==> src/sv/tks_pkg.sv <==
// Package: shared constants, types and the entry order function.
package tks_pkg;
	localparam int unsigned QueueDepthDef = 16;
	localparam int unsigned ValueBitsDef = 32;
	localparam int unsigned CapResetVal = 16;

	typedef enum logic [1:0] {
		ST_IDLE,
		ST_PUSH,
		ST_DUMP,
		ST_STATUS
	} state_t;

	typedef struct packed {
		logic load_push;
		logic do_insert;
		logic dump_start;
		logic dump_adv;
	} cmd_t;

	typedef struct packed {
		logic dump_last;
		logic empty;
	} stat_t;

	function automatic logic [31:0] order_of(input logic [31:0] b);
		logic [31:0] x;
		x = (b == 32'h8000_0000) ? 32'h0 : b;
		return x[31] ? ~x : (x | 32'h8000_0000);
	endfunction
endpackage

==> src/sv/tks_ctrl.sv <==
// Controller: sequences push, dump and status results.
module tks_ctrl (
	input  logic             clk,
	input  logic             arst_n,
	input  logic             in_valid,
	input  logic             in_type,
	output logic             in_ready,
	output logic             res_valid,
	input  logic             res_ready,
	output logic             res_entry,
	output tks_pkg::cmd_t    cmd,
	input  tks_pkg::stat_t   stat
);
	tks_pkg::state_t state_q, state_d;

	always_ff @(posedge clk or negedge arst_n) begin
		if (!arst_n) state_q <= tks_pkg::ST_IDLE;
		else state_q <= state_d;
	end

	always_comb begin
		state_d = state_q;
		cmd = '0;
		in_ready = 1'b0;
		res_valid = 1'b0;
		res_entry = 1'b0;
		unique case (state_q)
			tks_pkg::ST_IDLE: begin
				in_ready = 1'b1;
				if (in_valid) begin
					if (!in_type) begin
						cmd.load_push = 1'b1;
						state_d = tks_pkg::ST_PUSH;
					end else begin
						cmd.dump_start = 1'b1;
						state_d = stat.empty ? tks_pkg::ST_STATUS : tks_pkg::ST_DUMP;
					end
				end
			end
			tks_pkg::ST_PUSH: begin
				cmd.do_insert = 1'b1;
				state_d = tks_pkg::ST_STATUS;
			end
			tks_pkg::ST_DUMP: begin
				res_valid = 1'b1;
				res_entry = 1'b1;
				if (res_ready) begin
					cmd.dump_adv = 1'b1;
					if (stat.dump_last) state_d = tks_pkg::ST_IDLE;
				end
			end
			tks_pkg::ST_STATUS: begin
				res_valid = 1'b1;
				if (res_ready) state_d = tks_pkg::ST_IDLE;
			end
			default: state_d = tks_pkg::ST_IDLE;
		endcase
	end
endmodule

==> config.mk <==
export PLATFORM = sky130hd
export DESIGN_NAME = tks_ctrl
export DESIGN_NICKNAME = d
export VERILOG_FILES = /design/src/sv/tks_pkg.sv /design/src/sv/tks_ctrl.sv
export SDC_FILE = /design/constraint.sdc
export NUM_CORES = 1
export LEC_CHECK = 0
export BUFFER_PORTS_ARGS = -buffer_cell sky130_fd_sc_hd__buf_2
export CORE_AREA = 2 2 39 41
export DETAILED_ROUTE_END_ITERATION = 10
export DIE_AREA = 0 0 41 43
export PLACE_DENSITY = 0.3
export SYNTH_ARGS = -nofsm -noshare
export SYNTH_HDL_FRONTEND = slang
export SYNTH_SLANG_ARGS = --single-unit
==> constraint.sdc <==
create_clock -name clk -period 1.3 [get_ports clk]
set_clock_uncertainty 0.15 [all_clocks]
set_input_delay 0.26 -clock clk [delete_from_list [all_inputs] [get_ports clk]]
set_output_delay 0.26 -clock clk [all_outputs]
set_load 0.05 [all_outputs]
== Word-level counts from Yosys, hierarchy flattened ==
Cells that the tools add are included.
Word-level totals
  bits in registers: 2
  input port bits: 7
  output and inout port bits: 7
  word-level logic and storage cells: 30
Operators by class
  eq/ne operators: 7
  muxes and demuxes: 19
  reduce and logical (&&, ||, !) cells: 3
Operators with widths (count)
  $mux 1: 13
  $mux 2: 5
  $ne 2x2->1 const B: 4
  $pmux 2 s4: 1
  $eq 2x2->1 const B: 2
  $reduce_and 4->1: 1
  $eq 2x1->1 const B: 1
  $logic_not 2->1: 1
  $reduce_or 2->1: 1

== Depth between registers and ports, before layout ==
Gate-level depths: netlist of run 1.
  depth in word-level cells: 4
  gate-level depth with buffers: 2
  depth with buffers taken out: 2

== Worst setup path after synthesis of run 1 ==
Ideal clock, no wire load.
  kind: flip-flop to output port
  from: register state_q[0]
  to: output cmd[3] (netlist name)
  arrival: 2.112 ns
  data required time: 0.890 ns
  slack: -1.222 ns
  stages on the path, launching flop included: 2
  buffers on the path: 0
  path through: dfrtp_1 -> nor4b_1
RTL lines
  start, declared: RTL line tks_ctrl.sv:14  | tks_pkg::state_t state_q, state_d;
  start signal, assigned: RTL line tks_ctrl.sv:17  | if (!arst_n) state_q <= tks_pkg::ST_IDLE;
  start signal, assigned: RTL line tks_ctrl.sv:18  | else state_q <= state_d;
  end, declared: RTL line tks_ctrl.sv:11  | output tks_pkg::cmd_t cmd,

==> metrics.txt, run 1 <==
area growth from synthesis to final layout=189%; Cell Pwr Density=roughly 2800 nW/µm²; worst slack, placed=-0.102 ns; Final Cycle Share=119%; Synth cell types=13; Post-Synthesis Cells=16; vias in the first global route=around 210; P_sw=539 µW; Sum Neg Setup Slack=-1.23 ns; crit path buf inv count=1; Worst-Skew Late Latency=roughly 0.22 ns; crit-path leading delay family=flip-flops; Rows=14; post-route ant nets=0; max-cap viol count=0; Biggest register=state_q; WP data required=0.89 ns; Fillers=roughly 160; first-pass GRT wire length=between 800 and 900 µm; most common cell after layout, fill and taps aside=buf_6; Synth warnings=0; max reg flops=2; Worst path max stage delay=between 0.4 and 0.5 ns; crit start category=register; boundary pin count=14; sequential share of power=approximately 16%; Diodes inserted=0; failing checks=setup timing; flops & latches, synth=2; Pint=roughly 540 µW; routed len/inst=9.34 µm; status=finished with violations; final setup vio count=7; CTS buffer count=3; power share of the combinational group=just over 70%; Placeable Area=~1400 µm²; VDD IR max=roughly 0.68 mV; worst-margin pin slew=around 0.21 ns; vias=roughly 190; Switching Fraction=50.0%; Post-route DRC=0; sequential element share of the synthesized area=about 37%; Clk pwr share=between 10% and 20%; CP arrival=approximately 1.1 ns; biggest regs=state_q (2); clock sink count=2; initial DRC count=0; Slowest-stage cell, CP=dfrtp_2; crit path kind=reg2out; IO Port Bufs=13; Highest Clock Rate=roughly 650 MHz; die area=1760 µm²; Initial Util=9.67%; Total Wirelength=between 400 and 500 µm; layout cells sized above 1=81.1%; most frequent cells in the layout=buf_6, buf_2, nor2_4, clkbuf_4, buf_4; grt ovf=0; die span in y=about 43 µm; gr usage total=7.32%; Netlist Area Pre-Place=around 130 µm²; Slew Viols, Final=0; min setup slack post-route=-0.248 ns; CTS tree=built; root buffer cell=clkbuf_4; via/cell ratio=around 3.7; initial antenna violation count=0; Leak Pwr=~0.18 nW; largest net degree at the start of global routing=7; Critical Path End Type=primary output; DIE WIDTH=41 µm; H-Tree Depth=1; clk buf depth=2; CP Max Fanout=5; clock-pin slew on the worst setup and hold paths=~0.030 ns; Pwr Total=approximately 1.1 mW; routability congestion estimate=around 0.6; Synth Net Count=23; critical-path cell list=nor4b_4 -> buf_6; worst hold path class=in2reg; Post-CTS Setup Bufs=0; RSZ-0062 raised after global routing=true; Mapped Avg Cell Area=between 8 and 9 µm²; Nets=46; final hold vios=0; Final min period=approximately 1.5 ns; relative slew slack=between 80% and 90%; First-pass DRT Iterations=1
metal layers:
metal	track usage [%]	vias up	wire length, µm
li1	-	96	-
met1	8.01	91	185
met2	10.3	7	271
met3	3.14	0	38
met4	6.00	0	0
met5	0	-	0
worst register-to-register path, stage by stage (launching register included):
cell and delay (ns):
dfrtp_2 0.44, buf_4 0.16, nand2_2 0.08, buf_4 0.12, a2bb2oi_1 0.20
power by group through the flow:
stage | registers [mW] | logic [mW] | clock network [mW]
2_1_floorplan | 0.169 | 0.412 | 0
3_3_place_gp | 0.169 | 0.597 | 0
3_5_place_dp | 0.168 | 0.595 | 0
4_1_cts | 0.170 | 0.783 | 0.147
5_1_grt | 0.173 | 0.811 | 0.156
6_report | 0.168 | 0.776 | 0.136
area by class of cell:
| class | count | area [µm²] | area share, % |
|---|---|---|---|
| Timing Repair Buffer | 19 | 171 | 44.3 |
| Multi-Input combinational cell | 12 | 116 | 30.1 |
| Sequential cell | 2 | 52.6 | 13.6 |
| Clock buffer | 3 | 22.5 | 5.83 |
| Tap cell | 16 | 20.0 | 5.18 |
| Inverter | 1 | 3.75 | 0.971 |
worst paths after layout:
| path | slack, ns | endpoint | cells after the start | start |
|---|---|---|---|---|
| setup / recovery | -0.25 | cmd[3] | 2 | state_q[1]$_DFFE_PN0P_ |
| hold / removal | 0.17 | state_q[1]$_DFFE_PN0P_ | 3 | stat[1] |
| setup reg to reg | 0.05 | state_q[1]$_DFFE_PN0P_ | 4 | state_q[1]$_DFFE_PN0P_ |
| hold reg to reg | 0.49 | state_q[0]$_DFFE_PN0P_ | 1 | state_q[0]$_DFFE_PN0P_ |
| max in group asynchronous | 0.69 | state_q[0]$_DFFE_PN0P_ | 2 | arst_n |
| min in group asynchronous | 0.20 | state_q[1]$_DFFE_PN0P_ | 2 | arst_n |
kinds of logic (layout without fill, tap and decap cells):
kind of cell / count (synthesis) / after routing / share of synthesized area (%)
AO/OA/AOI/OAI: 2 / 2 / 14.0
buffers and inverters: 2 / 23 / 5.60
flip-flops: 2 / 2 / 37.4
AND/OR/NAND/NOR: 10 / 10 / 43.0
cell usage after synthesis:
library cell / n / area, µm²
a2bb2oi_1: 1 / 8.76
a32o_1: 1 / 10.0
and2b_2: 1 / 8.76
and3_1: 1 / 6.26
clkbuf_1: 1 / 3.75
dfrtp_1: 2 / 50.1
inv_1: 1 / 3.75
nand2_1: 1 / 3.75
nand2_2: 1 / 6.26
nand2b_1: 1 / 6.26
nor2_1: 3 / 11.3
nor2_2: 1 / 6.26
nor4b_1: 1 / 8.76
through the flow:
step / instances / instance area [µm²] / hold slack, ns / util (%)
after floorplan: 16 / 166 / -0.186 / -
after global placement: 49 / 285 / -0.104 / 20.6
after detailed placement: 49 / 285 / -0.102 / 20.6
after CTS: 53 / 387 / 0.165 / 27.9
after global routing: 53 / 387 / 0.170 / 27.9
final: 53 / 387 / 0.172 / 27.9
timing repair:
| action | in CTS | in global routing |
|---|---|---|
| hold endpoints to repair | 2 | 0 |
| pin swaps | 1 | 0 |
| hold buffers | 1 | 0 |
| resized for setup | 20 | 0 |
| setup endpoints to repair | 7 | 7 |
| cloned | 0 | 0 |
No activity file was read; power rests on OpenSTA's default activity.
==> run 2, diff against run 1 <==
--- a/config.mk
+++ b/config.mk
@@ -5,7 +5,7 @@
 export SDC_FILE = /design/constraint.sdc
 export NUM_CORES = 1
 export LEC_CHECK = 0
-export BUFFER_PORTS_ARGS = -buffer_cell sky130_fd_sc_hd__buf_2
+export BUFFER_PORTS_ARGS = -buffer_cell sky130_fd_sc_hd__clkbuf_2
 export CORE_AREA = 2 2 39 41
 export DETAILED_ROUTE_END_ITERATION = 10
 export DIE_AREA = 0 0 41 43
==> run 2 against run 1 <==
  * The flow still finishes with violations (setup timing)
  * Non-clock buffer count increased by 2
  * Maximum frequency decreased by 1.3%
  * Worst hold slack got worse by 0.0060 ns
  * First-iteration DRC count unchanged
  * Sequential cell count unchanged
  * Combinational power increased by 12%
  * Via count increased by 1.0%
  * Cell count increased by 3.8%
  * Clock-buffer cell count unchanged
  * Largest cell class unchanged
==> metrics.txt, run 2 (same netlist as run 1, synthesis figures left out) <==
min setup slack post-route=-0.269 ns (was -0.248 ns); Cell Pwr Density=2690 nW/µm² (was 2790 nW/µm²); Switching Fraction=46.6% (was 50.0%); area occupied by multi-input gates=111 µm² (was 116 µm²); max reg flops=2 (unchanged); Placeable Area=1380 µm² (unchanged); largest net degree at the start of global routing=6 (was 7); CP arrival=1.16 ns (was 1.14 ns); Biggest register=state_q (unchanged); RSZ-0062 raised after global routing=true (unchanged); IO Port Bufs=13 (unchanged); crit-path leading delay family=flip-flops (unchanged); R2R cell count=4 (unchanged); CTS tree=built (unchanged); routability congestion estimate=0.572 (was 0.609); grt ovf=0 (unchanged); Rows=14 (unchanged); hpwl dp=about 410 µm; worst slack, placed=-0.115 ns (was -0.102 ns); Diodes inserted=0 (unchanged); WHS=0.166 ns (was 0.172 ns); Leak Pwr=0.206 nW (was 0.182 nW); Pwr Total=1.17 mW (was 1.08 mW); boundary pin count=14 (unchanged); final core utilization=31.4% (was 27.9%); crit path kind=reg2out (unchanged); root buffer cell=clkbuf_4 (unchanged); initial DRC count=0 (unchanged); clock-pin slew on the worst setup and hold paths=0.03 ns (about the same); area growth from synthesis to final layout=224% (was 189%); Final Cell Area=434 µm² (was 387 µm²); relative slew slack=87.0% (was 85.8%); status=finished with violations (unchanged); worst-margin pin slew=0.195 ns (was 0.212 ns); Worst-Skew Late Latency=0.22 ns (about the same); CP Max Fanout=5 (unchanged); VDD IR max=0.801 mV (was 0.685 mV); WP data required=0.89 ns (about the same); most frequent cells in the layout=clkbuf_2, buf_4, buf_8 (was buf_6, buf_2, nor2_4, clkbuf_4, buf_4); Post-route DRC=0 (unchanged); critical-path cell list=nor2_4 -> and3_4 -> clkbuf_16 (was nor4b_4 -> buf_6); R2R Setup Slk=0.08 ns (was 0.05 ns); final hold vios=0 (unchanged); initial antenna violation count=0 (unchanged); Slowest-stage cell, CP=dfrtp_2 (unchanged); final setup vio count=7 (unchanged); dpl cell area=300 µm² (was 285 µm²); Total Wirelength=511 µm (was 495 µm); H-Tree Depth=1 (unchanged); vias in the first global route=219 (was 212); Pint=625 µW (was 540 µW); DIE WIDTH=41 µm (unchanged); routed len/inst=9.29 µm (was 9.34 µm); crit path buf inv count=1 (unchanged); die area=1760 µm² (unchanged); biggest regs=state_q (2) (unchanged); Clk pwr share=11.6% (was 12.6%); Reg area=52.6 µm² (unchanged); CTS buffer count=3 (unchanged); Critical Path End Type=primary output (unchanged); clock sink count=2 (unchanged); via/cell ratio=3.56 (was 3.66); First-pass DRT Iterations=1 (unchanged); first-pass GRT wire length=883 µm (was 828 µm); Fillers=146 (was 158); vias=196 (was 194); WHS Path Cells=3 (unchanged); Worst path max stage delay=0.45 ns (was 0.44 ns); Final Cycle Share=121% (was 119%); layout cells sized above 1=82.1% (was 81.1%); Final min period=1.57 ns (was 1.55 ns); P_sw=545 µW (was 539 µW); gr usage total=7.62% (was 7.32%); crit start category=register (unchanged); Highest Clock Rate=637 MHz (was 646 MHz); die span in y=43 µm (unchanged); power share of the combinational group=74.4% (was 71.9%); clk buf depth=2 (unchanged); post-route ant nets=0 (unchanged); most common cell after layout, fill and taps aside=clkbuf_2 (was buf_6); Nets=48 (was 46); failing checks=setup timing (unchanged); Initial Util=9.67% (unchanged); Worst path depth=3 (was 2); max-cap viol count=0 (unchanged); sequential share of power=14.1% (was 15.5%); worst hold path class=in2reg (unchanged); Slew Viols, Final=0 (unchanged)
==> run 2: cell types whose count changed in the layout (fill, tap and decap cells not counted), sizes merged <==
cell / change
clkbuf: +9
buf: -7
==> run 2: worst paths after layout <==
| check | endpoint | startpoint |
|---|---|---|
| max | cmd[1] | state_q[0]$_DFFE_PN0P_ |
| min | state_q[1]$_DFFE_PN0P_ | stat[1] |
| max reg2reg | state_q[0]$_DFFE_PN0P_ | state_q[1]$_DFFE_PN0P_ |
| min reg2reg | state_q[0]$_DFFE_PN0P_ | state_q[0]$_DFFE_PN0P_ |
| max in group asynchronous | state_q[1]$_DFFE_PN0P_ | arst_n |
| min in group asynchronous | state_q[0]$_DFFE_PN0P_ | arst_n |
==> run 2: final cells by class <==
type                    instances  share of cell area [%]
repair buffers                 21                    51.6
well taps                      16                    4.61
inverters                       1                   0.865
flip-flops and latches          2                    12.1
clock buffers                   3                    5.19
multi-input cells              12                    25.6
==> run 2: power by group through the flow <==
| stage | Sequential [mW] | Combinational, mW | Clock, mW |
|---|---|---|---|
| after CTS | 0.165 | 0.839 | 0.147 |
| after global routing | 0.169 | 0.913 | 0.148 |
| final | 0.164 | 0.870 | 0.136 |
| after global placement | 0.164 | 0.625 | 0 |
| after detailed placement | 0.163 | 0.622 | 0 |
| after floorplan | 0.169 | 0.412 | 0 |
==> run 2: worst min-delay path, delay by kind of cell <==
family                 cells  cell delay, ns
AOI/OAI and AO/OA          1            0.12
buffers and inverters      1            0.08
and+or+nand+nor            1            0.03
==> run 2: repair_timing <==
item                                    4_1_cts  5_1_grt
resized for setup                            19        4
endpoints found under the setup margin        7        7
endpoints found under the hold margin         2        0
hold buffers                                  1        0
setup buffers                                 0        0
pin swaps                                     2        0
==> run 2: through the flow <==
step | std cells | setup TNS [ns]
5_1_grt | 55 | -1.61
2_1_floorplan | 16 | -0.517
4_1_cts | 55 | -1.47
6_report | 55 | -1.32
3_5_place_dp | 51 | -0.428
3_3_place_gp | 51 | -0.429
==> run 2: per-layer routing <==
metal,up-vias,track usage (%),wire [µm]
li1,101,-,-
met1,88,8.01,187
met2,7,12.2,290
met3,0,3.14,34
met4,0,4.00,0
met5,-,0,0
==> run 3, diff against run 2 <==
--- a/config.mk
+++ b/config.mk
@@ -5,11 +5,12 @@
 export SDC_FILE = /design/constraint.sdc
 export NUM_CORES = 1
 export LEC_CHECK = 0
+export ABC_AREA = 1
 export BUFFER_PORTS_ARGS = -buffer_cell sky130_fd_sc_hd__clkbuf_2
 export CORE_AREA = 2 2 39 41
 export DETAILED_ROUTE_END_ITERATION = 10
 export DIE_AREA = 0 0 41 43
-export PLACE_DENSITY = 0.3
+export PLACE_DENSITY = 0.32
 export SYNTH_ARGS = -nofsm -noshare
 export SYNTH_HDL_FRONTEND = slang
 export SYNTH_SLANG_ARGS = --single-unit
==> run 3 against run 2 <==
  * The run still ends with setup timing left
  * Area after synthesis rose by 18%
  * Synthesized cell count increased by 69%
  * Sequential power decreased by 7%
  * Largest power group unchanged
  * Highest routed layer unchanged
==> metrics.txt, run 3 <==
status=finished with violations (unchanged); failing checks=setup timing (unchanged); largest net degree at the start of global routing=6 (unchanged); grt ovf=0 (unchanged); Post-Synthesis Cells=27 (was 16); Most used DFF post-synth=dfrtp_1 (unchanged); count leader, synth=nand2_1 (was nor2_1); gr usage total=8.24% (was 7.62%); top post-synthesis cells by area=dfrtp_1, nand2_1, inv_1, nor2_1, nand3_1 (was dfrtp_1, nor2_1, a32o_1, a2bb2oi_1, and2b_2); root buffer cell=clkbuf_4 (unchanged); Switching Fraction=47.0% (was 46.6%); Final min period=1.54 ns (was 1.57 ns); leading area contributor after synthesis=dfrtp_1 (unchanged); IO Port Bufs=13 (unchanged); Mapped Avg Cell Area=5.84 µm² (was 8.37 µm²); Synth Net Count=34 (was 23); sequential element share of the synthesized area=31.7% (was 37.4%); max reg flops=2 (unchanged); routability congestion estimate=0.626 (was 0.572); boundary pin count=14 (unchanged); most frequent cells in the layout=nand2_1, buf_4, clkbuf_2 (was clkbuf_2, buf_4, buf_8); Rows=14 (unchanged); Total Wirelength=516 µm (was 511 µm); Biggest register=state_q (unchanged); Initial Util=11.4% (was 9.67%); relative slew slack=89.6% (was 87.0%); min setup slack post-route=-0.240 ns (was -0.269 ns); worst hold path class=in2async (was in2reg); max-cap viol count=0 (unchanged); Netlist Area Pre-Place=158 µm² (was 134 µm²); clock-pin slew on the worst setup and hold paths=0.04 ns (was 0.03 ns); Synth cell types=12 (was 13); critical-path cell list=nor2_4 -> inv_2 -> nor3_4 -> buf_8 (was nor2_4 -> and3_4 -> clkbuf_16); WP data required=0.89 ns (about the same); Leak Pwr=0.245 nW (was 0.206 nW); vias=249 (was 196); DIE WIDTH=41 µm (unchanged); H-Tree Depth=1 (unchanged); VDD IR max=1.04 mV (was 0.801 mV); initial antenna violation count=0 (unchanged); number of synthesized flops with an enable pin=0 (unchanged); Placeable Area=1380 µm² (unchanged); post-route ant nets=0 (unchanged); via/cell ratio=3.61 (was 3.56); worst-margin pin slew=0.155 ns (was 0.195 ns); CTS tree=built (unchanged); worst slack, placed=-0.116 ns (was -0.115 ns); Highest Clock Rate=649 MHz (was 637 MHz); initial DRC count=5 (was 0); Final Cell Area=488 µm² (was 434 µm²); Post-synth ARST share=100% (unchanged); sequential share of power=10.5% (was 14.1%); Post-route DRC=0 (unchanged); Pint=770 µW (was 625 µW); Diodes inserted=0 (unchanged); Critical Path End Type=primary output (unchanged); die span in y=43 µm (unchanged); CP Max Fanout=5 (unchanged); biggest regs=state_q (2) (unchanged); hpwl dp=423 µm (was 413 µm); Final Cycle Share=118% (was 121%); crit start category=register (unchanged); Worst path max stage delay=0.44 ns (was 0.45 ns); clk buf depth=2 (unchanged); Clk pwr share=10.7% (was 11.6%); Fillers=145 (was 146); layout cells sized above 1=67.9% (was 82.1%); CP arrival=1.13 ns (was 1.16 ns); Nets=61 (was 48); clock sink count=2 (unchanged); die area=1760 µm² (unchanged); power share of the combinational group=78.9% (was 74.4%); first-pass GRT wire length=931 µm (was 883 µm); P_sw=683 µW (was 545 µW); area growth from synthesis to final layout=210% (was 224%); vias in the first global route=252 (was 219); Synth top cells by count=nand2_1, inv_1, nor2_1 (was nor2_1, dfrtp_1); Worst-Skew Late Latency=0.23 ns (was 0.22 ns); Slew Viols, Final=0 (unchanged); crit path kind=reg2out (unchanged); Synth warnings=0 (unchanged); First-pass DRT Iterations=4 (was 1); final hold vios=0 (unchanged); dpl cell area=334 µm² (was 300 µm²); CTS buffer count=3 (unchanged); routed len/inst=7.48 µm (was 9.29 µm); final setup vio count=7 (unchanged); Cell Pwr Density=2980 nW/µm² (was 2690 nW/µm²); post-synth top area share=31.7% (was 37.4%); flops & latches, synth=2 (unchanged); RSZ-0062 raised after global routing=true (unchanged); Slowest-stage cell, CP=dfrtp_2 (unchanged)
==> run 3: kinds of logic (layout without fill, tap and decap cells) <==
| kind of cell | count (synthesis) | count (layout) | synth area share (%) |
|---|---|---|---|
| and+or+nand+nor | 16 | 16 | 45.2 |
| DFF | 2 | 2 | 31.7 |
| buffers and inverters | 7 | 33 | 16.7 |
| AOI/OAI and AO/OA | 2 | 2 | 6.34 |
==> run 3: critical path: cells and delay by family (launching register included) <==
| family | cells | cell delay, ns |
|---|---|---|
| simple gates | 2 | 0.23 |
| buf+inv | 2 | 0.22 |
| flops | 1 | 0.44 |
==> run 3: final cells by class <==
| type | count | area, µm² | area share, % |
|---|---|---|---|
| inverters | 6 | 25.0 | 5.13 |
| flip-flops and latches | 2 | 52.6 | 10.8 |
| repair buffers | 23 | 239 | 49.0 |
| multi-input cells | 18 | 125 | 25.6 |
| well taps | 16 | 20.0 | 4.10 |
| clock buffers | 4 | 26.3 | 5.38 |
==> run 3: power groups by stage <==
stage | Sequential (mW) | Clock, mW | Combinational, mW
2_1_floorplan | 0.153 | 0 | 0.521
3_3_place_gp | 0.148 | 0 | 0.808
3_5_place_dp | 0.146 | 0 | 0.798
4_1_cts | 0.146 | 0.166 | 1.08
5_1_grt | 0.157 | 0.178 | 1.22
6_report | 0.152 | 0.155 | 1.15
==> run 3: path summary, 6_finish.rpt <==
check	startpoint	to	slack, ns	depth (start not counted)
worst max-delay path	state_q[0]$_DFFE_PN0P_	cmd[3]	-0.24	4
worst min-delay path	arst_n	state_q[0]$_DFFE_PN0P_	0.19	2
worst max register to register	state_q[0]$_DFFE_PN0P_	state_q[1]$_DFFE_PN0P_	0.06	7
worst min register to register	state_q[0]$_DFFE_PN0P_	state_q[1]$_DFFE_PN0P_	0.58	4
max in group asynchronous	arst_n	state_q[1]$_DFFE_PN0P_	0.69	2
min in group clk	stat[1]	state_q[0]$_DFFE_PN0P_	0.22	5
==> run 3: repair_timing <==
item	CTS	global route
pin swaps	2	3
gates resized for setup	19	8
hold buffers	1	0
setup endpoints to repair	7	8
endpoints found under the hold margin	2	0
buffers inserted	1	0
==> run 3: through the flow <==
stage                     setup TNS, ns  power, mW  hold WS (ns)  cells  utilization (%)
after floorplan                   -1.43      0.673        -0.186     27                -
after global placement           -0.411      0.956        -0.101     63             24.1
after detailed placement         -0.391      0.945        -0.101     63             24.1
after CTS                         -1.49       1.40         0.187     69             34.0
after global routing              -1.66       1.55         0.200     69             35.3
final                             -1.25       1.45         0.194     69             35.3
==> run 3: per-layer routing <==
| layer | wire (µm) | vias up | global-route usage [%] | share of wire [%] |
|---|---|---|---|---|
| met4 | 0 | 0 | 6.00 | 0 |
| met2 | 270 | 6 | 10.6 | 52 |
| li1 | - | 134 | - | - |
| met5 | 0 | - | 0 | 0 |
| met3 | 33 | 0 | 5.24 | 6.4 |
| met1 | 213 | 109 | 9.35 | 41 |
